<file path="config.mk">
export PLATFORM = sky130hd
export DESIGN_NAME = configurable_reflected_crc_flat
export DESIGN_NICKNAME = d
export VERILOG_FILES = /design/src/rtl/core/crc_pkg.sv /design/src/rtl/core/crc_in_if.sv /design/src/rtl/core/crc_out_if.sv /design/src/rtl/core/configurable_reflected_crc.sv /design/src/flat_wrapper.sv
export SDC_FILE = /design/constraint.sdc
export NUM_CORES = 2
export LEC_CHECK = 0
export BUFFER_PORTS_ARGS = -buffer_cell sky130_fd_sc_hd__buf_2
export CAP_MARGIN = 40
export CORE_MARGIN = 4
export CORE_UTILIZATION = 57
export CTS_CLUSTER_DIAMETER = 40
export CTS_CLUSTER_SIZE = 20
export DETAILED_ROUTE_END_ITERATION = 7
export GPL_TIMING_DRIVEN = 0
export PLACE_DENSITY_LB_ADDON = 0.3
export SKIP_CTS_REPAIR_TIMING = 1
export SYNTH_ARGS = -nofsm -noshare
export SYNTH_HDL_FRONTEND = slang
export SYNTH_SLANG_ARGS = --single-unit
</file>
<file path="constraint.sdc">
create_clock -name clk -period 7.3 [get_ports clk]
set_input_delay 1.46 -clock clk [delete_from_list [all_inputs] [get_ports clk]]
set_output_delay 1.46 -clock clk [all_outputs]
set_load 0.005 [all_outputs]
</file>
<file path="src/rtl/core/crc_pkg.sv">
// Shared constants for the configurable reflected CRC block.
// No dependencies.
package crc_pkg;

  localparam int DATA_W  = 64;
  localparam int WIDTH_W = 7;
  localparam int IDX_W   = 2;

  localparam logic [IDX_W-1:0] CFG_CRC_WIDTH     = 2'd0;
  localparam logic [IDX_W-1:0] CFG_POLYNOMIAL    = 2'd1;
  localparam logic [IDX_W-1:0] CFG_INITIAL_VALUE = 2'd2;
  localparam logic [IDX_W-1:0] CFG_FINAL_XOR     = 2'd3;

  localparam logic [WIDTH_W-1:0] RST_CRC_WIDTH     = 7'd32;
  localparam logic [DATA_W-1:0]  RST_POLYNOMIAL    = 64'h0000_0000_04C1_1DB7;
  localparam logic [DATA_W-1:0]  RST_INITIAL_VALUE = 64'h0000_0000_FFFF_FFFF;
  localparam logic [DATA_W-1:0]  RST_FINAL_XOR     = 64'h0000_0000_FFFF_FFFF;
  // Reflected reset initial value over the reset width.
  localparam logic [DATA_W-1:0]  RST_CRC_STATE     = 64'h0000_0000_FFFF_FFFF;

endpackage

</file>
<file path="src/rtl/core/crc_in_if.sv">
// Request channel carrying message bytes into the CRC block.
// No dependencies.
interface crc_in_if;
  logic       valid;
  logic       ready;
  logic [7:0] data_byte;
  logic       restart;
  logic       end_of_message;

  modport source (output valid, data_byte, restart, end_of_message, input ready);
  modport sink (input valid, data_byte, restart, end_of_message, output ready);
endinterface

</file>
<file path="src/rtl/core/crc_out_if.sv">
// Result channel carrying CRC values out of the CRC block.
// Depends on crc_pkg.
interface crc_out_if;
  import crc_pkg::*;
  logic              valid;
  logic              ready;
  logic [DATA_W-1:0] crc_running;
  logic [DATA_W-1:0] crc_final;
  logic              last;
  logic              valid_res;

  modport source (output valid, crc_running, crc_final, last, valid_res, input ready);
  modport sink (input valid, crc_running, crc_final, last, valid_res, output ready);
endinterface

</file>
<file path="src/rtl/core/configurable_reflected_crc.sv">
// Top level of the configurable reflected CRC block.
// Depends on crc_pkg, crc_in_if and crc_out_if.
//
// Reflected (LSB-first) CRC over a byte stream, width 1 to MAX_WIDTH bits, with
// polynomial, initial value and final XOR set through the write port. One byte
// is accepted per clock unless the result output stalls. The CRC state memory
// is read into the request stage, bypassed by the write-back of the previous
// byte; results then go to the output register. Polynomial and initial value
// are written in normal bit order and reflected internally in the cycle after
// the write. A zero polynomial or width outside 1..MAX_WIDTH gives valid_res 0,
// zero CRC fields and leaves the state untouched. No clearing pass is needed.
module configurable_reflected_crc #(
  parameter int MAX_WIDTH = 64
) (
  input  logic                          clk,
  input  logic                          rst,
  input  logic                          cfg_we,
  input  logic [crc_pkg::IDX_W-1:0]     cfg_index,
  input  logic [crc_pkg::DATA_W-1:0]    cfg_data,
  crc_in_if.sink                        msg,
  crc_out_if.source                     crc
);
  import crc_pkg::*;

  localparam int MW = MAX_WIDTH;

  logic [WIDTH_W-1:0] crc_width;
  logic [DATA_W-1:0]  polynomial;
  logic [DATA_W-1:0]  initial_value;
  logic [DATA_W-1:0]  final_xor;

  logic          cfg_ok;
  logic [MW-1:0] mask;
  logic [MW-1:0] rpoly;
  logic [MW-1:0] rinit;
  logic [MW-1:0] fxor;

  logic          cfg_ok_next;
  logic [MW-1:0] mask_next;
  logic [MW-1:0] poly_rev;
  logic [MW-1:0] init_rev;
  logic [WIDTH_W-1:0] shamt;

  logic [MW-1:0] crc_mem [1];
  logic          mem_written;
  logic [MW-1:0] rd_data;
  logic          rd_ok;
  logic          byp_hit;
  logic [MW-1:0] byp_data;

  logic          s1_valid;
  logic [7:0]    s1_byte;
  logic          s1_restart;
  logic          s1_eom;
  logic          s1_adv;
  logic          in_accept;

  logic [MW-1:0] cur;
  logic [MW-1:0] crc_new;
  logic          wr_en;

  logic              out_valid;
  logic [DATA_W-1:0] out_running;
  logic [DATA_W-1:0] out_final;
  logic              out_last;
  logic              out_res;

  always_ff @(posedge clk) begin
    if (rst) begin
      crc_width     <= RST_CRC_WIDTH;
      polynomial    <= RST_POLYNOMIAL;
      initial_value <= RST_INITIAL_VALUE;
      final_xor     <= RST_FINAL_XOR;
    end else if (cfg_we) begin
      case (cfg_index)
        CFG_CRC_WIDTH:     crc_width     <= cfg_data[WIDTH_W-1:0];
        CFG_POLYNOMIAL:    polynomial    <= cfg_data;
        CFG_INITIAL_VALUE: initial_value <= cfg_data;
        CFG_FINAL_XOR:     final_xor     <= cfg_data;
        default: ;
      endcase
    end
  end

  // Reflection over the active width: full reverse, then align down.
  always_comb begin
    for (int i = 0; i < MW; i++) begin
      poly_rev[i] = polynomial[MW-1-i];
      init_rev[i] = initial_value[MW-1-i];
    end
    shamt       = WIDTH_W'(MW) - crc_width;
    mask_next   = ~({MW{1'b1}} << crc_width);
    cfg_ok_next = (crc_width != '0) && (crc_width <= WIDTH_W'(MW)) && (polynomial != '0);
  end

  always_ff @(posedge clk) begin
    cfg_ok <= cfg_ok_next;
    mask   <= mask_next;
    rpoly  <= poly_rev >> shamt;
    rinit  <= (init_rev >> shamt) & mask_next;
    fxor   <= final_xor[MW-1:0] & mask_next;
  end

  assign s1_adv    = s1_valid && (!out_valid || crc.ready);
  assign msg.ready = !s1_valid || s1_adv;
  assign in_accept = msg.valid && msg.ready;

  always_ff @(posedge clk) begin
    if (rst) begin
      s1_valid <= 1'b0;
    end else if (msg.ready) begin
      s1_valid <= msg.valid;
    end
  end

  always_ff @(posedge clk) begin
    if (in_accept) begin
      s1_byte    <= msg.data_byte;
      s1_restart <= msg.restart;
      s1_eom     <= msg.end_of_message;
      rd_data    <= crc_mem[0];
      rd_ok      <= mem_written;
      byp_hit    <= wr_en;
      byp_data   <= crc_new;
    end
  end

  always_comb begin
    if (s1_restart) begin
      cur = rinit;
    end else if (byp_hit) begin
      cur = byp_data;
    end else if (rd_ok) begin
      cur = rd_data;
    end else begin
      cur = RST_CRC_STATE[MW-1:0];
    end
    crc_new = (cur & mask) ^ MW'(s1_byte);
    for (int k = 0; k < 8; k++) begin
      crc_new = crc_new[0] ? ((crc_new >> 1) ^ rpoly) : (crc_new >> 1);
    end
    crc_new = crc_new & mask;
  end

  assign wr_en = s1_adv && cfg_ok;

  always_ff @(posedge clk) begin
    if (wr_en) begin
      crc_mem[0] <= crc_new;
    end
  end

  always_ff @(posedge clk) begin
    if (rst) begin
      mem_written <= 1'b0;
    end else if (wr_en) begin
      mem_written <= 1'b1;
    end
  end

  always_ff @(posedge clk) begin
    if (rst) begin
      out_valid <= 1'b0;
    end else if (s1_adv) begin
      out_valid <= 1'b1;
    end else if (crc.ready) begin
      out_valid <= 1'b0;
    end
  end

  always_ff @(posedge clk) begin
    if (s1_adv) begin
      out_last    <= s1_eom;
      out_res     <= cfg_ok;
      out_running <= cfg_ok ? DATA_W'(crc_new) : '0;
      out_final   <= cfg_ok ? DATA_W'(crc_new ^ fxor) : '0;
    end
  end

  assign crc.valid       = out_valid;
  assign crc.crc_running = out_running;
  assign crc.crc_final   = out_final;
  assign crc.last        = out_last;
  assign crc.valid_res   = out_res;

endmodule

</file>
<file path="src/flat_wrapper.sv">
// flat-port wrapper written by rule: the top's interface ports become plain ports
module configurable_reflected_crc_flat import crc_pkg::*;
#(
  parameter int MAX_WIDTH = 64
)
  (clk, rst, cfg_we, cfg_index, cfg_data, msg_valid, msg_data_byte, msg_restart, msg_end_of_message, msg_ready, crc_valid, crc_crc_running, crc_crc_final, crc_last, crc_valid_res, crc_ready);
  crc_in_if msg_i ();
  crc_out_if crc_i ();
  input  logic clk;
  input  logic rst;
  input  logic cfg_we;
  input  logic [crc_pkg::IDX_W-1:0] cfg_index;
  input  logic [crc_pkg::DATA_W-1:0] cfg_data;
  input wire logic [$bits(msg_i.valid)-1:0] msg_valid;
  input wire logic [$bits(msg_i.data_byte)-1:0] msg_data_byte;
  input wire logic [$bits(msg_i.restart)-1:0] msg_restart;
  input wire logic [$bits(msg_i.end_of_message)-1:0] msg_end_of_message;
  output wire logic [$bits(msg_i.ready)-1:0] msg_ready;
  output wire logic [$bits(crc_i.valid)-1:0] crc_valid;
  output wire logic [$bits(crc_i.crc_running)-1:0] crc_crc_running;
  output wire logic [$bits(crc_i.crc_final)-1:0] crc_crc_final;
  output wire logic [$bits(crc_i.last)-1:0] crc_last;
  output wire logic [$bits(crc_i.valid_res)-1:0] crc_valid_res;
  input wire logic [$bits(crc_i.ready)-1:0] crc_ready;
  assign msg_i.valid = msg_valid;
  assign msg_i.data_byte = msg_data_byte;
  assign msg_i.restart = msg_restart;
  assign msg_i.end_of_message = msg_end_of_message;
  assign msg_ready = msg_i.ready;
  assign crc_valid = crc_i.valid;
  assign crc_crc_running = crc_i.crc_running;
  assign crc_crc_final = crc_i.crc_final;
  assign crc_last = crc_i.last;
  assign crc_valid_res = crc_i.valid_res;
  assign crc_i.ready = crc_ready;
  configurable_reflected_crc #(.MAX_WIDTH(MAX_WIDTH)) u_core (.clk(clk), .rst(rst), .cfg_we(cfg_we), .cfg_index(cfg_index), .cfg_data(cfg_data), .msg(msg_i), .crc(crc_i));
endmodule
</file>
Word-level counts from Yosys, hierarchy flattened
Memory sizes are Yosys's and may differ from the RTL's. A register that Yosys moved wholly into a read port is not among the register bits.
Cells that the tools add are included.
{"block": "word_totals", "output_inout_bits": 132, "ff_bits": 665, "in_bits": 81, "memories": 1, "mem_bits_rw": 64, "wordCells": 78}
{"name": "u_core.crc_mem", "depth": 1, "word_bits": 64, "read_ports": 1, "rd_clocked_by_memory_dff": 1, "write_ports": 1, "line": "configurable_reflected_crc.sv:44", "rtl": "logic [MW-1:0] crc_mem [1];"}
{"block": "classes", "muxes": 15, "n_eq_ne": 3, "n_reduce_logical": 17, "n_lt_le_gt_ge": 1, "addsub": 1, "n_shift": 3, "n_bitwise": 15}
{"op": "64-bit 2-to-1 mux", "n": 11}
{"op": "63-bit by 64-bit bitwise XOR with 64-bit output", "n": 8}
{"op": "64-bit AND", "n": 4}
{"op": "64-bit by 7-bit right shift with 64-bit output", "n": 2}
{"op": "64-bit inverter", "n": 1}
{"op": "64-bit nonzero test", "n": 1}
{"op": "64-bit by 7-bit left shift with 64-bit output, first input constant", "n": 1}
{"op": "64-bit bitwise XOR", "n": 1}
{"op": "64-bit by 8-bit bitwise XOR with 64-bit output", "n": 1}
{"op": "2-bit AND reduction", "n": 4}
{"op": "7-bit less-or-equal comparator, second input constant", "n": 1}
{"op": "7-bit nonzero test", "n": 1}
{"op": "7-bit subtractor, first input constant", "n": 1}
{"op": "1-bit logical AND", "n": 5}
{"op": "2-bit == test, second input constant", "n": 2}
{"op": "1-bit 2-to-1 mux", "n": 4}
{"op": "2-bit by 1-bit == test with 1-bit output, second input constant", "n": 1}
{"op": "1-bit zero test", "n": 2}
{"op": "2-bit zero test", "n": 1}
{"op": "1-bit logical OR", "n": 2}
{"op": "2-bit nonzero test", "n": 1}

Logic depth before layout (Yosys ltp)
{"block": "logic_depth", "ltp_word": 23, "mapped_depth": 20, "depth_no_buf": 15}

Worst setup path after synthesis
Ideal clock, no wire load.
{"block": "synth_timing", "kind": "input -> register", "from": "input port crc_ready", "to": "register u_core.byp_data[0], enable pin", "path_slack_ns": 1.964, "cell_stages": 3, "n_path_buf": 0, "arrival_time_ns": 4.821, "required_ns": 6.784, "setup_time_ns": 0.516, "cell_sequence": "nor2b_1 -> nand2_1 -> and2_1"}
{"block": "synth_via", "elab_chain_cells": 4}
{"item": "start: declaration", "line": "flat_wrapper.sv:24", "rtl": "input wire logic [$bits(crc_i.ready)-1:0] crc_ready;"}
{"item": "1-bit logical OR", "line": "configurable_reflected_crc.sv:104", "rtl": "assign s1_adv = s1_valid && (!out_valid || crc.ready);"}
{"item": "1-bit logical AND", "line": "configurable_reflected_crc.sv:104"}
{"item": "1-bit logical OR", "line": "configurable_reflected_crc.sv:105", "rtl": "assign msg.ready = !s1_valid || s1_adv;"}
{"item": "via msg_ready", "line": "flat_wrapper.sv:18", "rtl": "output wire logic [$bits(msg_i.ready)-1:0] msg_ready;"}
{"item": "1-bit logical AND", "line": "configurable_reflected_crc.sv:106", "rtl": "assign in_accept = msg.valid && msg.ready;"}
{"item": "via u_core.in_accept", "line": "configurable_reflected_crc.sv:56", "rtl": "logic in_accept;"}
{"item": "end signal: assignment", "line": "configurable_reflected_crc.sv:124", "rtl": "byp_data <= crc_new;"}
{"item": "end: declaration", "line": "configurable_reflected_crc.sv:49", "rtl": "logic [MW-1:0] byp_data;"}
The timed path passes the listed nets, and every way through them passes these cells.
A chain may end at the register's enable or synchronous reset.

Worst setup path in the final report
{"block": "layout_timing", "from": "register u_core.crc_width[0]", "to": "register u_core.rinit[4]"}
{"block": "layout_via", "elab_chain_cells": 3, "word_cells_on_any_way": 5, "cone_classes": "add/sub: 1; shift: 2; bitwise: 2"}
{"item": "start: declaration", "line": "configurable_reflected_crc.sv:27", "rtl": "logic [WIDTH_W-1:0] crc_width;"}
{"item": "start signal: assignment", "line": "configurable_reflected_crc.sv:76", "rtl": "CFG_CRC_WIDTH: crc_width <= cfg_data[WIDTH_W-1:0];"}
{"item": "7-bit subtractor / 64-bit by 7-bit left shift with 64-bit output (equally long branches)", "line": "configurable_reflected_crc.sv:91, configurable_reflected_crc.sv:92"}
{"item": "64-bit by 7-bit right shift with 64-bit output / 64-bit inverter (equally long branches)", "line": "configurable_reflected_crc.sv:100, configurable_reflected_crc.sv:92"}
{"item": "64-bit AND *", "line": "configurable_reflected_crc.sv:100", "rtl": "rinit <= (init_rev >> shamt) & mask_next;"}
{"item": "end signal: assignment", "line": "configurable_reflected_crc.sv:100"}
{"item": "end: declaration", "line": "configurable_reflected_crc.sv:35", "rtl": "logic [MW-1:0] rinit;"}
Every way passes the cells marked *; elsewhere a longest branch is shown, timed or not.

==> impl_metrics.py <==
metrics = {
    "status": {
        "run_status": "finished, violations left",
        "failed_checks": "negative setup slack",
    },
    "cts": {
        "cts.root.buffer_cell": "sky130_fd_sc_hd__clkbuf_16",
        "clkSlewWorstSetupHoldPaths_ps": 60,
        "cts-buffers-inserted": 99,
        "cts-root-to-sink-buffers": 3,
        "cts.sinks": 793,
        "worstSkewPairLatency_ps": 700,
        "cts_tree": "done",
        "htreeDepth": 3,
    },
    "placement": {
        "cell_total_after_placement": 5885,
        "port_buffers": 210,
        "detail_placement_hpwl_um": 142000,
        "placement.cell_area_um2": 45710,
        "gp_congestion": 1.103,
    },
    "pwr": {
        "internal-power_mw": 13.99,
        "ir_drop_uv": 464.1,
        "combinationalPowerShare_pct": 52.5,
        "design_power_total_mw": 24.74,
        "net-switching-power_mw": 10.75,
        "power.static_leakage_nw": 19.63,
        "power.switching_fraction_pct": 43.45,
        "cellPowerDensity_nw_per_um2": 500.7,
        "clockPowerShare_pct": 21.0,
        "power.share.sequential_pct": 26.5,
    },
    "critical_path": {
        "worstSetupEndpointType": "flip-flop",
        "cp.arrival_ps": 7810,
        "worst_setup_path_start_kind": "flip-flop",
        "timing.critical_path.fanout_max": 10,
        "crit_required_ps": 7790,
        "worst_r2r_path_depth": 18,
        "r2r_setup_slack_ps": -20,
        "regToRegEndpoint": "u_core.rinit[4]",
        "crit_type": "reg -> reg",
        "regToRegStartpoint": "u_core.crc_width[0]",
    },
    "synth": {
        "synth_top_area_share_pct": 23.30,
        "ys_seq_elements": 793,
        "synth_flop_cell": "sky130_fd_sc_hd__dfxtp_1",
        "synthCells": 4671,
        "synth_edf_count": 334,
        "synth_most_common_cell": "sky130_fd_sc_hd__nand2_1",
        "yosysWarningCount": 0,
        "yosys.cell_types.count": 78,
        "synthTopCellsByCount": "sky130_fd_sc_hd__nand2_1 (1202), sky130_fd_sc_hd__dfxtp_1 (459), sky130_fd_sc_hd__edfxtp_1 (334)",
        "synth_area_per_cell_um2": 9.215,
        "synth_top_cell_by_area": "sky130_fd_sc_hd__edfxtp_1",
        "synthesis.area_um2": 43040,
        "synth_sequential_area_ratio_pct": 44.65,
        "postSynth.asyncResetShare_pct": 0,
        "syn_nets": 4756,
        "post_synth_main_area_contributors": "sky130_fd_sc_hd__edfxtp_1 (23%), sky130_fd_sc_hd__dfxtp_1 (21%), sky130_fd_sc_hd__nand2_1 (10%)",
    },
    "hold_path": {
        "min-delay-start": "u_core.crc_mem[0][10]",
        "min_delay_worst_endpoint": "u_core.rd_data[10]",
        "hp-class": "reg -> reg",
        "worstHoldPathCells": 0,
    },
    "die": {
        "die_area_um2": 79970,
        "design.portCount": 213,
        "core-area_um2": 74700,
        "die_height_um": 282.8,
        "initial_standard_cell_utilization_of_the_core_pct": 57.62,
        "die_width_um": 282.8,
        "row_count": 100,
    },
    "global_route": {
        "grtUsageTotal_pct": 43.76,
        "grt_start_max_net_pins": 69,
        "global_route.overflow_total": 0,
        "grt_antenna_before_repair": 19,
        "grt_pass1_wl_um": 252200,
        "first_global_vias": 36440,
    },
    "timing": {
        "achievable-frequency_ghz": 0.1366,
        "worst_slew_margin_rel_pct": 30.73,
        "final_number_of_hold_violating_endpoints": 0,
        "pin_slew_with_the_least_headroom_to_its_limit_ps": 1034,
        "min_period_over_period_pct": 100.2,
        "grt_setup_unrepaired": "no",
        "final-setup-viol-count": 1,
        "slew_viol_final": 0,
        "period_minus_slack_ps": 7318,
        "final_critical_path_setup_slack_ps": -18.09,
        "clock_skew_ps": 39.33,
    },
    "routing": {
        "routed_wirelength_um": 179100,
        "antenna_violating_nets_post_route": 0,
        "detail_route.iter0.violations": 5405,
        "drt_pass1_iterations": 7,
        "detail_route.vias_per_cell": 6.376,
        "route.detailed.drc": 0,
        "vias": 38820,
        "routed_wire_length_per_instance_um": 29.41,
    },
    "cells_and_area": {
        "layout-drive-gt1-share_pct": 12.20,
        "finalNetCount": 5104,
        "postLayoutCoreUtil_pct": 66.14,
        "area_delta_synth_final_pct": 14.78,
        "final_cell_area_um2": 49410,
        "final-instance-count-excl-fill": 6088,
    },
    "job": {
        "max-cap-violations": 0,
    },
}
==> sequential cells by signal, indices dropped and copies added (netlist names), 7 cells and up <==
register,count
u_core.crc_mem,64
u_core.crc.crc_running,64
u_core.byp_data,64
u_core.final_xor,64
u_core.mask,64
u_core.crc.crc_final,64
u_core.rd_data,64
u_core.s1_byte,8
u_core.polynomial,64
u_core.rpoly,64
u_core.fxor,64
u_core.crc_width,7
u_core.initial_value,64
u_core.rinit,64
==> worst max-delay path by stage <==
stage,startpoint,end,cells past startpoint
after floorplan,crc_ready,u_core.byp_data[0],3
after global placement,u_core.crc_width[0],u_core.rinit[6],15
after detailed placement,u_core.crc_width[0],u_core.rinit[4],17
after CTS,u_core.crc_width[0],u_core.rinit[4],17
after global routing,u_core.crc_width[0],u_core.rpoly[14],18
final,u_core.crc_width[0],u_core.rinit[4],18
==> power groups by stage <==
stage / clock [mW] / combinational, mW / sequential, mW
floorplan: 0 / 8.62 / 6.52
global placement: 0 / 12.2 / 6.60
global route: 5.41 / 13.7 / 6.59
detailed placement: 0 / 12.5 / 6.62
finish: 5.20 / 13.0 / 6.55
CTS: 5.21 / 12.6 / 6.53
==> final cells by class <==
cell class | instances | area [um2]
antenna | 13 | 32.53
multi-input combinational | 3466 | 22200
clock inverter | 81 | 1021
tap | 969 | 1212
clock buffer | 107 | 2603
sequential | 793 | 19220
timing repair buffer | 247 | 1483
fill | 6096 | 25290
buffer | 378 | 1510
inverter | 34 | 127.6
==> per-layer routing <==
layer	global-route usage, %	routed length (um)	up-vias
met2	66.08	77000	2711
met5	0	47	-
met1	57.04	67220	18580
met3	9.231	19780	683
li1	-	-	16840
met4	29.44	15020	8
==> kinds of logic (layout without fill, tap and decap cells) <==
kind of cell | after synthesis | after routing | share of synthesized area [%]
buffers and inverters | 412 | 847 | 3.802
flip-flops | 793 | 793 | 44.65
XOR/XNOR | 392 | 392 | 10.13
AND/OR/NAND/NOR | 1975 | 1975 | 20.52
multiplexers | 252 | 252 | 8.485
adder cells (fa/ha/maj) | 4 | 4 | 0.1163
other | 0 | 13 | 0
AO/OA/AOI/OAI | 843 | 843 | 12.29
==> layout by cell type, fill, tap and decap left out, types with 142 or more instances in the layout <==
cell	count
sky130_fd_sc_hd__nor2_1	234
sky130_fd_sc_hd__buf_2	257
sky130_fd_sc_hd__nand2_1	1202
sky130_fd_sc_hd__mux2i_1	150
sky130_fd_sc_hd__o21ai_0	154
sky130_fd_sc_hd__and2_1	142
sky130_fd_sc_hd__dfxtp_1	459
sky130_fd_sc_hd__a21oi_1	295
sky130_fd_sc_hd__clkbuf_1	282
sky130_fd_sc_hd__xnor2_1	200
sky130_fd_sc_hd__edfxtp_1	334
==> critical path: stages, from the launching register on <==
cell and delay [ps]:
sky130_fd_sc_hd__dfxtp_1 360, sky130_fd_sc_hd__clkbuf_1 270, sky130_fd_sc_hd__buf_8 220, sky130_fd_sc_hd__buf_1 270, sky130_fd_sc_hd__buf_8 200, sky130_fd_sc_hd__clkinv_1 330
sky130_fd_sc_hd__clkbuf_1 440, sky130_fd_sc_hd__clkbuf_1 460, sky130_fd_sc_hd__ha_1 530, sky130_fd_sc_hd__clkbuf_1 530, sky130_fd_sc_hd__clkbuf_1 660, sky130_fd_sc_hd__mux2i_1 220
sky130_fd_sc_hd__mux2i_1 420, sky130_fd_sc_hd__nand2_1 410, sky130_fd_sc_hd__nand2_1 180, sky130_fd_sc_hd__nand2_1 310, sky130_fd_sc_hd__nor2_1 190, sky130_fd_sc_hd__a21oi_1 190
sky130_fd_sc_hd__a2111oi_0 910
==> through the flow <==
stage / hold WS, ps / setup TNS [ps] / setup WS (ps)
floorplan: 394.6 / 0 / 1964
global placement: 400.1 / -26080 / -1030
detailed placement: 404.5 / 0 / 197.6
CTS: 414.2 / 0 / 151.8
global route: 420.0 / 0 / 171.1
finish: 412.1 / -18.09 / -18.09
Note: power is estimated with default switching activity, not from simulation.
